`src/tilt_and_heading_angles_macros.svh`:
```
// ---------------------------------------------------------------------------
// Assertion macros for the tilt and heading block
// Assertion forms used by the back part RTL file of this block.
// ---------------------------------------------------------------------------
`ifndef TILT_AND_HEADING_ANGLES_MACROS_SVH
`define TILT_AND_HEADING_ANGLES_MACROS_SVH

// Implication checked on every clock edge outside reset.
`define TH_ASSERT_IMP(label, ante, cons) \
  label: assert property (@(posedge clk) disable iff (!rst_n) (ante) |-> (cons)) \
    else $error("assertion failed");

// Consequence that must hold in the cycle after the antecedent.
`define TH_ASSERT_NEXT(label, ante, cons) \
  label: assert property (@(posedge clk) disable iff (!rst_n) (ante) |=> (cons)) \
    else $error("assertion failed");

`endif

```
`src/tha_pkg.sv`:
```
// ---------------------------------------------------------------------------
// Tilt and heading package
// Shared constants, widths and the arctangent table of the CORDIC.
// ---------------------------------------------------------------------------
package tha_pkg;

  localparam int CordicStepsDef  = 16;
  localparam int AngleFracDef    = 7;
  localparam int TableLen        = 24;
  localparam int ZBits           = 20;
  localparam int ZW              = 32;  // angle accumulator, 2^-20 degree
  localparam int XW              = 52;  // CORDIC datapath; heading vectors grow to 2^48.3
  localparam int SqW             = 33;  // sum of two squares
  localparam int RootW           = 25;  // sqrt(sum * 2^16)
  localparam int DepthQ          = 4;

  // Item classification done by the front part.
  typedef enum logic [1:0] {
    SPEC_NONE = 2'd0,
    SPEC_POS  = 2'd1,
    SPEC_NEG  = 2'd2,
    SPEC_ZERO = 2'd3
  } spec_t;

  typedef enum logic [1:0] {
    HOFS_NONE = 2'd0,
    HOFS_ADD  = 2'd1,
    HOFS_SUB  = 2'd2
  } hofs_t;

  // One classified item as queued between front and back.
  typedef struct packed {
    logic [SqW-1:0]   pden2;
    logic [SqW-1:0]   rden2;
    logic signed [15:0] ax;
    logic signed [15:0] ay;
    logic signed [16:0] hx;
    logic signed [16:0] hy;
    spec_t            pspec;
    spec_t            rspec;
    spec_t            hspec;
    hofs_t            hofs;
  } item_t;

  function automatic logic signed [ZW-1:0] atan_tab(input int i);
    logic signed [ZW-1:0] v;
    case (i)
      0: v = 32'sd47185920;  1: v = 32'sd27855475;  2: v = 32'sd14718068;
      3: v = 32'sd7471121;   4: v = 32'sd3750058;   5: v = 32'sd1876857;
      6: v = 32'sd938658;    7: v = 32'sd469357;    8: v = 32'sd234682;
      9: v = 32'sd117342;    10: v = 32'sd58671;    11: v = 32'sd29335;
      12: v = 32'sd14668;    13: v = 32'sd7334;     14: v = 32'sd3667;
      15: v = 32'sd1833;     16: v = 32'sd917;      17: v = 32'sd458;
      18: v = 32'sd229;      19: v = 32'sd115;      20: v = 32'sd57;
      21: v = 32'sd29;       22: v = 32'sd14;       23: v = 32'sd7;
      default: v = '0;
    endcase
    return v;
  endfunction

endpackage

```
`src/tha_queue.sv`:
```
// ---------------------------------------------------------------------------
// Tilt and heading item queue
// Short first-in first-out queue between the front and back parts.
// ---------------------------------------------------------------------------
module tha_queue
  import tha_pkg::*;
#(
  parameter int Depth = DepthQ
)(
  input  logic  clk,
  input  logic  rst_n,
  input  logic  push,
  input  item_t push_item,
  output logic  not_full,
  input  logic  pop,
  output item_t head,
  output logic  not_empty
);

  localparam int AW = (Depth > 1) ? $clog2(Depth) : 1;

  item_t            mem_r [Depth];
  logic [AW-1:0]    wp_r, wp_nxt, rp_r, rp_nxt;
  logic [AW:0]      cnt_r, cnt_nxt;

  assign not_full  = cnt_r != (AW+1)'(Depth);
  assign not_empty = cnt_r != '0;
  assign head      = mem_r[rp_r];

  function automatic logic [AW-1:0] inc(logic [AW-1:0] p);
    return (p == AW'(Depth - 1)) ? '0 : p + 1'b1;
  endfunction

  always_comb begin
    wp_nxt  = push ? inc(wp_r) : wp_r;
    rp_nxt  = pop ? inc(rp_r) : rp_r;
    cnt_nxt = cnt_r + (AW+1)'(push) - (AW+1)'(pop);
  end

  always_ff @(posedge clk) begin
    if (!rst_n) begin
      wp_r <= '0; rp_r <= '0; cnt_r <= '0;
    end else begin
      wp_r <= wp_nxt; rp_r <= rp_nxt; cnt_r <= cnt_nxt;
    end
  end

  always_ff @(posedge clk) begin
    if (push) begin
      mem_r[wp_r] <= push_item;
    end
  end

endmodule

```
`config.mk`:
```
export PLATFORM = sky130hd
export DESIGN_NAME = tha_queue
export DESIGN_NICKNAME = d
export VERILOG_FILES = /design/src/tilt_and_heading_angles_macros.svh /design/src/tha_pkg.sv /design/src/tha_queue.sv
export SDC_FILE = /design/constraint.sdc
export NUM_CORES = 1
export LEC_CHECK = 0
export CORE_MARGIN = 10
export CORE_UTILIZATION = 60
export DETAILED_ROUTE_END_ITERATION = 8
export DONT_BUFFER_PORTS = 1
export PLACE_DENSITY = 0.76
export SLEW_MARGIN = 20
export SYNTH_ARGS = -nofsm -noshare
export SYNTH_HDL_FRONTEND = slang
export SYNTH_SLANG_ARGS = --single-unit
```
`constraint.sdc`:
```
create_clock -name clk -period 5.7 [get_ports clk]
set_input_delay 0.855 -clock clk [delete_from_list [all_inputs] [get_ports clk]]
set_output_delay 0.855 -clock clk [all_outputs]
set_load 0.01 [all_outputs]
```
; Word-level counts from Yosys, hierarchy flattened
; Memory sizes are Yosys's and may differ from the RTL's. A register that Yosys moved wholly into a read port is not among the register bits.
; Index checks and enable logic that the tools add are counted.
; Widths: inputs -> output; s select.
[classes]
n_mux = 6
add_sub_neg = 4
eq_ne = 3
n_reduce_logical = 1
[op_table]
columns = op, count
row1 = $mux 2, 4
row2 = $add 2x1->2 const B, 2
row3 = $eq 2x2->1 const B, 2
row4 = $add 3x1->3, 1
row5 = $ne 3x3->1 const B, 1
row6 = $reduce_bool 3->1, 1
row7 = $sub 3x1->3, 1
row8 = $mux 1, 2
[totals]
regBits = 7
elab_cells = 18
mem_bits_rw = 560
n_memories = 1
in_bits = 144
[mem_list]
columns = memory, depth, width, rd, rd_ports_with_merged_regs, write_ports, line_no
row1 = mem_r, 4, 140, 1, 1, 1, tha_queue.sv:22  ; item_t mem_r [Depth];

; Longest topological paths before layout
[depth]
depth_word = 4
ltp_mapped = 7
depth_no_buf = 7

; Worst setup path after synthesis
; No wires, ideal clock.
[synth_path]
path_kind = input -> register
startpoint = in push
endpoint = mem mem_r[0][0] (netlist name), enable pin
required_time_ps = 5184
path_stages = 1
setup_ps = 516
t_arrival_ps = 4055
path_buffers = 0
path_slack_ps = 1129
cell_sequence = and2_1
[synth_via]
elab_chain_cells = 2
[synth_rtl]
columns = element, line_no
row1 = start: declaration, tha_queue.sv:12  ; input logic push,
row2 = $mux 1, tha_queue.sv:49  ; if (push) begin
row3 = $mux 1 (implied by the code), tha_queue.sv:50  ; mem_r[wp_r] <= push_item;
row4 = end: declaration, tha_queue.sv:22
; No other way between the ends.

==> results.md <==
* Total gr overflow at 0
* DIE HEIGHT at between 200 and 250 um
* Top-area cell type share of the netlist area at 0.814
* Leakage at about 7 nW
* Most common cell after layout, fill and taps aside: edfxtp_1
* Vias at 8,373
* Boundary Pins at ~290
* Port buffer count at 0
* Syn_area_per_cell at around 27 um2
* Hold Path Class: primary input to register
* Required @ worst endpoint at ~4.9 ns
* Root buffer selected by CTS: clkbuf_16
* Finished Cell Area at around 23,000 um2
* Initial drt markers at ~710
* Crit path arrival time at approximately 2.7 ns
* Initial antenna violation count at 0
* Final Max Slew Viols at 0
* Detailed-route wire length per cell at 32.1 um
* Post-CTS Hold Fix Bufs at 0
* RSZ-0062 raised after global routing: false
* Row count at 67
* Remaining DRCs at 0
* Syn Std Cell Area at roughly 21,000 um2
* Synth top area cells: edfxtp_1 (81%), mux4_2 (15%), dfxtp_1 (0.87%)
* H-tree depth at 2
* ANT nets after route at 0
* Layout cells sized above 1 at 0.269
* Final Hold Violating Endpoints at 0
* Most frequent cells in the layout: edfxtp_1 (560), mux4_2 (140), clkbuf_16 (53)
* PnR worst setup slack at 2.17 ns
* Maximum vdd drop at 0.454 mV
* Status: finished, final reports clean
* Seq cells post-synth at around 570
* # setup viols final at 0
* Number of buffers added for setup after CTS at 0
* Cell count after synthesis at about 780
* DIE AREA at between 40,000 and 50,000 um2
* CTS tree: yes
* DP Worst Slack at 2.71 ns
* Clock skew at between 0.008 and 0.009 ns
* Antenna cells at 0
* Largest net degree at the start of global routing at 102
* Initial core utilization at 0.612
* Slew HR at 0.360
* HPWL Detailed at 25,400 um
* Pwr per Cell Area at roughly 380 nW/um2
* Endpoint class of the critical path: primary output
* CORE AREA at about 34,000 um2
* Slew @ Worst Pin at between 0.9 and 1 ns
* YS warnings at 0
* First-pass GRT wire length at 61,500 um
* PostCTS Resize Cnt at 0
* Crit path time final at 3.53 ns
* Synth-to-Final Area Change at 10.2%
* WHS at 0.371 ns
* Vias/cell at 6.45
* Total GRT Usage at 0.200
* Die X at around 210 um
* Startpoint types: register
* # clock sinks at approximately 570
* Drt pass-1 iters at 5
* Fin crit share at 0.620
* Max Cap Viol at 0
* CTS Buf Count at 52
* Routability cong. at ~0.8
* Worst-Skew Late Latency at 0.58 ns
* Nets at 963
* TNS Setup at 0 ns
* Vias in the first global route at approximately 9,000
* Placed instance area at 21,100 um2
* Clock slew at reported path FFs at around 0.07 ns
* Worst Setup Path Type: register to primary output
* Synth unique cells at 19
* Leading area contributor after synthesis: edfxtp_1
* Post-synthesis sequential area ratio at 0.822
* Worst-path fanout max at slightly below 60
* # fillers at just under 2,000
* Max Root-Sink Buffers at 3
* Syn Nets at approximately 930
* Fmax at between 200 and 300 MHz
* WL final at approximately 42,000 um
==> stage by stage <==
stage,util,std cells,power (mW)
3_5_place_dp,0.625,1204,5.49
5_1_grt,0.674,1299,9.00
3_3_place_gp,0.625,1204,5.46
4_1_cts,0.673,1298,8.80
6_report,0.674,1299,8.72
2_1_floorplan,-,776,5.36
==> power breakdown <==
part | switching [mW] | internal, mW | leakage, nW | total (mW)
Combinational | 0.326 | 0.222 | 0.995 | 0.548
Clock | 1.40 | 1.92 | 0.788 | 3.32
Sequential | 0.0624 | 4.78 | 5.22 | 4.84
Total | 1.79 | 6.93 | 7.00 | 8.72
==> sequential cells by signal, summed over array words and instances (netlist names), named ones only <==
signal / flops
cnt_r: 3
rp_r: 2
wp_r: 2
mem_r: 560
==> logic make-up after synthesis <==
group,count (synthesis),share of synthesized area
compound gates,2,0.000484
flops,569,0.822
simple gates,15,0.00436
xor+xnor,1,0.00115
mux,142,0.154
buf+inv,39,0.0129
fa+ha+maj,8,0.00521
==> layer usage <==
layer | routed length (um) | GRT usage
met3 | 5190 | 0.0865
met2 | 21400 | 0.325
met1 | 14100 | 0.237
met5 | 0 | 0
met4 | 958 | 0.0659
==> final timing paths <==
path	from	endpoint	slack, ns	depth (start not counted)
setup / recovery	register	head[54]	2.17	2
setup reg to reg	wp_r[0]	mem_r[0][101]	3.20	4
hold reg to reg	rp_r[0]	register	0.53	2
hold / removal	push_item[128]	mem_r[1][128]	0.37	0
==> Yosys cell counts (all sizes together) <==
cell,number
a21oi,2
and2,6
buf,30
clkbuf,2
dfxtp,9
edfxtp,560
fa,1
ha,7
inv,7
mux2i,2
mux4,140
nand2b,2
nand3,1
nor2,3
or3,1
or3b,2
xor3,1
==> layout make-up <==
cell class / instances / area (um2) / share of cell area
sequential: 569 / 17000 / 0.747
multi-input combinational: 168 / 3410 / 0.150
clock buffer: 64 / 1370 / 0.0601
tap: 448 / 561 / 0.0246
clock inverter: 30 / 268 / 0.0118
timing repair buffer: 13 / 130 / 0.00571
inverter: 7 / 26.3 / 0.00115
==> worst max-delay path, cell delays in order, from the launching register on <==
cell and delay, ns:
dfxtp_4 0.92, buf_4 0.61, mux4_2 0.47
Power figures use the tool's default switching activity.
