--- config.mk ---
export PLATFORM = sky130hd
export DESIGN_NAME = tha_front
export DESIGN_NICKNAME = d
export VERILOG_FILES = /design/src/tilt_and_heading_angles_macros.svh /design/src/tha_pkg.sv /design/src/tha_front.sv
export SDC_FILE = /design/constraint.sdc
export NUM_CORES = 2
export LEC_CHECK = 0
export BUFFER_PORTS_ARGS = -buffer_cell sky130_fd_sc_hd__buf_2
export CELL_PAD_IN_SITES_DETAIL_PLACEMENT = 1
export CELL_PAD_IN_SITES_GLOBAL_PLACEMENT = 1
export CORE_ASPECT_RATIO = 0.6
export CORE_MARGIN = 1
export CORE_UTILIZATION = 54
export DETAILED_ROUTE_END_ITERATION = 12
export PLACE_DENSITY = 0.93
export SYNTH_ARGS = -nofsm -noshare
export SYNTH_HDL_FRONTEND = slang
export SYNTH_SLANG_ARGS = --single-unit
--- constraint.sdc ---
create_clock -name clk -period 19.3 [get_ports clk]
set_input_delay 0.965 -clock clk [delete_from_list [all_inputs] [get_ports clk]]
set_output_delay 0.965 -clock clk [all_outputs]
set_load 0.02 [all_outputs]
--- src/tilt_and_heading_angles_macros.svh ---
// ---------------------------------------------------------------------------
// Assertion macros for the tilt and heading block
// Assertion forms used by the back part RTL file of this block.
// ---------------------------------------------------------------------------
`ifndef TILT_AND_HEADING_ANGLES_MACROS_SVH
`define TILT_AND_HEADING_ANGLES_MACROS_SVH

// Implication checked on every clock edge outside reset.
`define TH_ASSERT_IMP(label, ante, cons) \
  label: assert property (@(posedge clk) disable iff (!rst_n) (ante) |-> (cons)) \
    else $error("assertion failed");

// Consequence that must hold in the cycle after the antecedent.
`define TH_ASSERT_NEXT(label, ante, cons) \
  label: assert property (@(posedge clk) disable iff (!rst_n) (ante) |=> (cons)) \
    else $error("assertion failed");

`endif

--- src/tha_pkg.sv ---
// ---------------------------------------------------------------------------
// Tilt and heading package
// Shared constants, widths and the arctangent table of the CORDIC.
// ---------------------------------------------------------------------------
package tha_pkg;

  localparam int CordicStepsDef  = 16;
  localparam int AngleFracDef    = 7;
  localparam int TableLen        = 24;
  localparam int ZBits           = 20;
  localparam int ZW              = 32;  // angle accumulator, 2^-20 degree
  localparam int XW              = 52;  // CORDIC datapath; heading vectors grow to 2^48.3
  localparam int SqW             = 33;  // sum of two squares
  localparam int RootW           = 25;  // sqrt(sum * 2^16)
  localparam int DepthQ          = 4;

  // Item classification done by the front part.
  typedef enum logic [1:0] {
    SPEC_NONE = 2'd0,
    SPEC_POS  = 2'd1,
    SPEC_NEG  = 2'd2,
    SPEC_ZERO = 2'd3
  } spec_t;

  typedef enum logic [1:0] {
    HOFS_NONE = 2'd0,
    HOFS_ADD  = 2'd1,
    HOFS_SUB  = 2'd2
  } hofs_t;

  // One classified item as queued between front and back.
  typedef struct packed {
    logic [SqW-1:0]   pden2;
    logic [SqW-1:0]   rden2;
    logic signed [15:0] ax;
    logic signed [15:0] ay;
    logic signed [16:0] hx;
    logic signed [16:0] hy;
    spec_t            pspec;
    spec_t            rspec;
    spec_t            hspec;
    hofs_t            hofs;
  } item_t;

  function automatic logic signed [ZW-1:0] atan_tab(input int i);
    logic signed [ZW-1:0] v;
    case (i)
      0: v = 32'sd47185920;  1: v = 32'sd27855475;  2: v = 32'sd14718068;
      3: v = 32'sd7471121;   4: v = 32'sd3750058;   5: v = 32'sd1876857;
      6: v = 32'sd938658;    7: v = 32'sd469357;    8: v = 32'sd234682;
      9: v = 32'sd117342;    10: v = 32'sd58671;    11: v = 32'sd29335;
      12: v = 32'sd14668;    13: v = 32'sd7334;     14: v = 32'sd3667;
      15: v = 32'sd1833;     16: v = 32'sd917;      17: v = 32'sd458;
      18: v = 32'sd229;      19: v = 32'sd115;      20: v = 32'sd57;
      21: v = 32'sd29;       22: v = 32'sd14;       23: v = 32'sd7;
      default: v = '0;
    endcase
    return v;
  endfunction

endpackage

--- src/tha_front.sv ---
// ---------------------------------------------------------------------------
// Tilt and heading front part
// Accepts sample sets, squares the tilt denominators and classifies the
// special cases, then pushes one item into the queue.
// ---------------------------------------------------------------------------
module tha_front
  import tha_pkg::*;
(
  input  logic        clk,
  input  logic        rst_n,
  input  logic        in_valid,
  output logic        in_ready,
  input  logic signed [15:0] ax,
  input  logic signed [15:0] ay,
  input  logic signed [15:0] az,
  input  logic signed [15:0] mx,
  input  logic signed [15:0] my,
  output logic        push,
  output item_t       item,
  input  logic        q_ready
);

  logic        s1_v_r, s1_v_nxt;
  logic signed [15:0] ax_r, ay_r, az_r, mx_r, my_r;
  logic [31:0] sx_r, sy_r, sz_r;
  logic        s1_go;

  // A stage moves when its slot is empty or the queue takes it.
  assign s1_go    = !s1_v_r || q_ready;
  assign in_ready = s1_go;
  assign s1_v_nxt = s1_go ? in_valid : s1_v_r;

  always_ff @(posedge clk) begin
    if (!rst_n) begin
      s1_v_r <= 1'b0;
    end else begin
      s1_v_r <= s1_v_nxt;
    end
  end

  always_ff @(posedge clk) begin
    if (s1_go && in_valid) begin
      ax_r <= ax; ay_r <= ay; az_r <= az; mx_r <= mx; my_r <= my;
      sx_r <= 32'(ax * ax);
      sy_r <= 32'(ay * ay);
      sz_r <= 32'(az * az);
    end
  end

  function automatic spec_t tilt_spec(logic [SqW-1:0] d, logic signed [15:0] n);
    spec_t s;
    if (d != '0)     s = SPEC_NONE;
    else if (n > 0)  s = SPEC_POS;
    else if (n < 0)  s = SPEC_NEG;
    else             s = SPEC_ZERO;
    return s;
  endfunction

  always_comb begin
    item.pden2 = {1'b0, sy_r} + {1'b0, sz_r};
    item.rden2 = {1'b0, sx_r} + {1'b0, sz_r};
    item.ax    = ax_r;
    item.ay    = ay_r;
    item.pspec = tilt_spec(item.pden2, ax_r);
    item.rspec = tilt_spec(item.rden2, ay_r);
    item.hspec = (mx_r == '0 && my_r == '0) ? SPEC_ZERO : SPEC_NONE;
    if (mx_r < 0) begin
      item.hx   = -17'(mx_r);
      item.hy   = -17'(my_r);
      item.hofs = (my_r >= 0) ? HOFS_ADD : HOFS_SUB;
    end else begin
      item.hx   = 17'(mx_r);
      item.hy   = 17'(my_r);
      item.hofs = HOFS_NONE;
    end
  end

  assign push = s1_v_r && q_ready;

endmodule

# Word level (Yosys, flattened, before mapping)
# Index checks and enable logic that the tools add are counted.
# totals
out_inout_bits	142
wordCells	40
register_bits	161
input_bits	84
# op_classes
order_cmp	6
add_sub_neg	4
n_reduce_logical	9
muxes	10
multipliers	3
# ops
cell	count
$mul A16 B16 Y32	3
$add A32 B32 Y33	2
$reduce_bool A33 Y1	2
$lt A16 B1 Y1 const B	3
$mux W34	1
$neg A16 Y17	2
$gt A16 B1 Y1 const B	2
$logic_not A16 Y1	2
$ge A16 B1 Y1 const B	1
$mux W2	7
$logic_and A1 B1 Y1	3
$mux W1	2
$logic_not A1 Y1	1
$logic_or A1 B1 Y1	1

# Logic depth before layout (Yosys ltp)
# depth
ltp_word	4
ltp_mapped	26
mapped_depth_nobuf	25

# Worst setup path after synthesis
# Ideal clock, no wire load.
# synth_timing
path_kind	in2reg
from	input port ay[15]
to	register sy_r[31], data pin
t_required_ns	19.040
setup_ns	0.260
path_buffers	2
t_arrival_ns	6.721
path_stages	23
setup_slack_ns	12.318
cell_sequence	clkbuf_1 buf_1 nand2_1 fa_1 inv_1 fa_1 fa_1 fa_1 fa_1 inv_1 fa_1 inv_1 ha_1 and4_1 and2_1 and3_1 nand3_1 nand4_1 a21oi_1 a21o_1 o21ai_0 a31oi_1 xnor2_1
# synth_via
elab_chain_len	1
# synth_rtl
item	line_no	rtl
from (decl)	tha_front.sv:14	input logic signed [15:0] ay,
$mul A16 B16 Y32	tha_front.sv:45	sy_r <= 32'(ay * ay);
to (signal assigned)	tha_front.sv:45	
to (decl)	tha_front.sv:25	logic [31:0] sx_r, sy_r, sz_r;
# Every way passes these cells.
# A chain may end at the register's enable or synchronous reset.

# Worst setup path after layout
# Same ends and word-level chain as after synthesis.

==> metrics.md <==
| Metric | Value |
|---|---|
| Register area | 4670 µm² |
| Asr flop ratio synth | 0% |
| Place WS | 10.92 ns |
| CP top delay family | adder cells |
| Critical path class | primary input to flop |
| Postcts setup bufs | 0 |
| Core Util, Final | 59.1% |
| Clock root cell | clkbuf_16 |
| CP most frequent cell | fa_1 |
| Reg2Reg Depth | 4 |
| Grt total ovfl | 0 |
| Share of the clock period used by the worst path | about 43% |
| Met3 Use GR | 9.62% |
| Final Hold Fails | 0 |
| Routed vias/inst | 6.22 |
| Crit Path Max Fanout | 22 |
| Top Ports | 226 |
| Die Area | 66000 µm² |
| Routability cong. | 0.922 |
| Setup slack, reg-to-reg | 16.16 ns |
| Die Width | about 330 µm |
| Worst Hold Depth | 2 |
| Library cells used by synthesis | 73 |
| Reg2Reg Capture Point | ax_r[8]$_DFFE_PP_ |
| Global route hottest layer | met2 |
| Initial drt markers | 2576 |
| Drc violations | 0 |
| First-pass GRT wire length | 198 mm |
| Register area share after synthesis | about an eighth |
| EDFF count, synth | 155 |
| Avg Synthesized Cell Area | 9.70 µm² |
| HPWL Detailed | 101 mm |
| CTS tree | built |
| H-tree level count | 4 |
| Initial antenna violation count | 6 |
| Final min period | 8.27 ns |
| Final setup fails | 0 |
| Max cap viols | 0 |
| GR Util met1 | 48.6% |
| CP peak stage delay | slightly below 1 ns |
| Worst slew margin | 26.1% |
| Yosys reg bits | 156 |
| Largest net degree at the start of global routing | 74 |
| Hold Path Sink | s1_v_r$_SDFFE_PN0N_ |
| Worst Hold Class | flop to flop |
| Startpoint Class | primary input |
| Critical Path, Cell by Cell | buf_2 -> inv_1 -> nor2_1 -> fa_1 -> fa_1 -> fa_1 -> fa_1 -> fa_1 -> inv_1 -> fa_1 -> inv_1 -> ha_1 -> and4_1 -> and2_1 -> and3_1 -> nand3_1 -> nand4_1 -> a21oi_1 -> a21o_1 -> o21ai_0 -> a31oi_1 -> xnor2_1 |
| Share of layout cells above drive strength 1 | around 8.0% |
| Routed via count | 28771 |
| DR pass1 iterations | 8 |
| Port Buf Inserts | between 200 and 250 |
| Least-Margin Pin Slew | ~1.1 ns |
| Crit path capture type | flop |
| Skew-Pair Late Insertion Delay | approximately 0.51 ns |
| Most frequent cells in the layout | inv_1 (957), fa_1 (700), ha_1 (339) |
| Fillers | 7165 |
| Clock skew | 0.0217 ns |
| Max Fclk | 0.121 GHz |
| Rows | 71 |
| Mapped Area | 35100 µm² |
| Hold Startpoint | s1_v_r$_SDFFE_PN0N_ |
| Cells after synthesis | around 3600 |
| Longest Clk Path Bufs | 2 |
| R2R Path Start | s1_v_r$_SDFFE_PN0N_ |
| Detailed Route WL | roughly 130 mm |
| Post-cts hold buffer count | 0 |
| Die height | 199 µm |
| Post-CTS sizing | 0 |
| WP data required | 19.54 ns |
| Run status | finished, final reports clean |
| Synth Warn # | 0 |
| Final ANT Viol Nets | 0 |
| Clock sink total | 156 |
| Buffers plus inverters on the worst setup path | 4 |
| Number of CTS-inserted buffers | 17 |
| Starting Density | a little under three fifths |
| Commonest non-fill, non-tap cell in the layout | inv_1 |
| Area occupied by multi-input gates | ~26000 µm² |
| Fin. max-slew vios | 0 |
| Slowest CP cell | fa_1 |
| Syn-to-layout area delta | 6.95% |
| Routed len/inst | 28.0 µm |
| Setup TNS | 0 ns |
| Worst Path Arrival | about 8.5 ns |
| Met2 Use GR | 66.1% |
| Clock transition at path regs | 0.07 ns |
| Setup ws final | 11.03 ns |
| Tot GR Track Use | 40.6% |
| Nets@finish | 4891 |
| Top_reg_cell synth | edfxtp_1 |
| Core footprint | 63400 µm² |
| Synthesized Nets | 4738 |
| Vias in the first global route | 33201 |
| RSZ-0062 raised after global routing | no |
## synthesized netlist by cell type (3+ instances only)
cell type / number / area share, %
nand4_1: 14 / 0.25
o211a_1: 6 / 0.17
a21oi_1: 103 / 1.5
a41o_1: 6 / 0.17
ha_1: 339 / 12
nand3_1: 28 / 0.40
o41ai_1: 3 / 0.075
and3_1: 16 / 0.29
a31o_2: 17 / 0.42
a21o_1: 62 / 1.3
fa_1: 700 / 40
nand2b_1: 23 / 0.41
or3_1: 11 / 0.20
or2_2: 14 / 0.25
and2_1: 141 / 2.5
nor2_1: 160 / 1.7
o211ai_1: 7 / 0.15
a31oi_1: 7 / 0.12
or4b_2: 3 / 0.086
a21boi_0: 3 / 0.064
inv_1: 957 / 10
o2111ai_1: 4 / 0.10
edfxtp_1: 155 / 13
nor2b_1: 20 / 0.36
nand4b_1: 4 / 0.10
nor3_1: 24 / 0.34
nor3b_1: 3 / 0.064
a41oi_1: 6 / 0.15
xor2_1: 59 / 1.5
xnor2_1: 154 / 3.8
buf_4: 6 / 0.13
a211oi_1: 14 / 0.30
nor4_1: 16 / 0.29
buf_1: 6 / 0.064
o31ai_1: 16 / 0.34
or4_1: 6 / 0.13
o21ai_0: 64 / 0.91
mux2i_1: 3 / 0.086
a221o_1: 3 / 0.086
clkbuf_1: 81 / 0.87
nand2_1: 279 / 3.0
o21a_1: 20 / 0.43
o21bai_1: 12 / 0.26
## how the worst max path moves through the flow
| stage | start | cells past startpoint | slack (ns) | to |
|---|---|---|---|---|
| finish | ay[15] | 22 | 11.03 | sy_r[31]$_DFFE_PP_ |
| global route | ay[15] | 22 | 10.93 | sy_r[31]$_DFFE_PP_ |
| CTS | ay[15] | 22 | 11.24 | sy_r[31]$_DFFE_PP_ |
| detailed placement | ay[15] | 22 | 10.92 | sy_r[31]$_DFFE_PP_ |
| global placement | ay[15] | 22 | 11.43 | sy_r[31]$_DFFE_PP_ |
| floorplan | ay[15] | 23 | 12.32 | sy_r[31]$_DFFE_PP_ |
## cell type report
class	count	area share [%]
flip-flops and latches	156	12.5
diodes	3	0.0200
clock buffers	17	1.13
well taps	839	2.80
multi-input cells	2409	70.5
clock inverters	15	0.484
inverters	957	9.58
repair buffers	227	3.05
## per-layer routing
layer  vias to the layer above  routed length [µm]  part of all wire (%)
li1                      11383                   -                     -
met1                     14643               47200                    36
met2                      2039               60100                    46
met3                       702               12400                   9.6
met4                         4                9680                   7.5
met5                         -                  15                 0.012
## logic make-up after synthesis
kind of cell    after synthesis  synth area share (%)
xor+xnor                    213                  5.32
simple gates                775                  10.7
flops                       156                  13.3
buf+inv                    1050                  11.3
compound gates              376                  7.13
mux                           5                 0.150
other cells                   1                0.0107
fa+ha+maj                  1039                  52.0
## tightest hold or removal path, cell delays in order (launching register included)
cell	delay (ns)
dfxtp_1	0.31
nand2b_1	0.11
a21boi_0	0.09
## registers in the layout, summed over array words and instances (netlist names)
| signal | cells |
|---|---|
| ax_r | 16 |
| ay_r | 16 |
| mx_r | 16 |
| my_r | 16 |
| s1_v_r | 1 |
| sx_r | 30 |
| sy_r | 30 |
| sz_r | 31 |
## per-stage QoR
stage	area (µm²)	hold WS, ns	std cells
2_1_floorplan	35100	0.648	3615
3_3_place_gp	36900	0.526	4588
3_5_place_dp	36900	0.559	4588
4_1_cts	37500	0.565	4620
5_1_grt	37500	0.623	4620
6_report	37500	0.559	4623
Power is not shown: default switching activity piles up to over one toggle a cycle in this logic, so the estimate is an artifact.
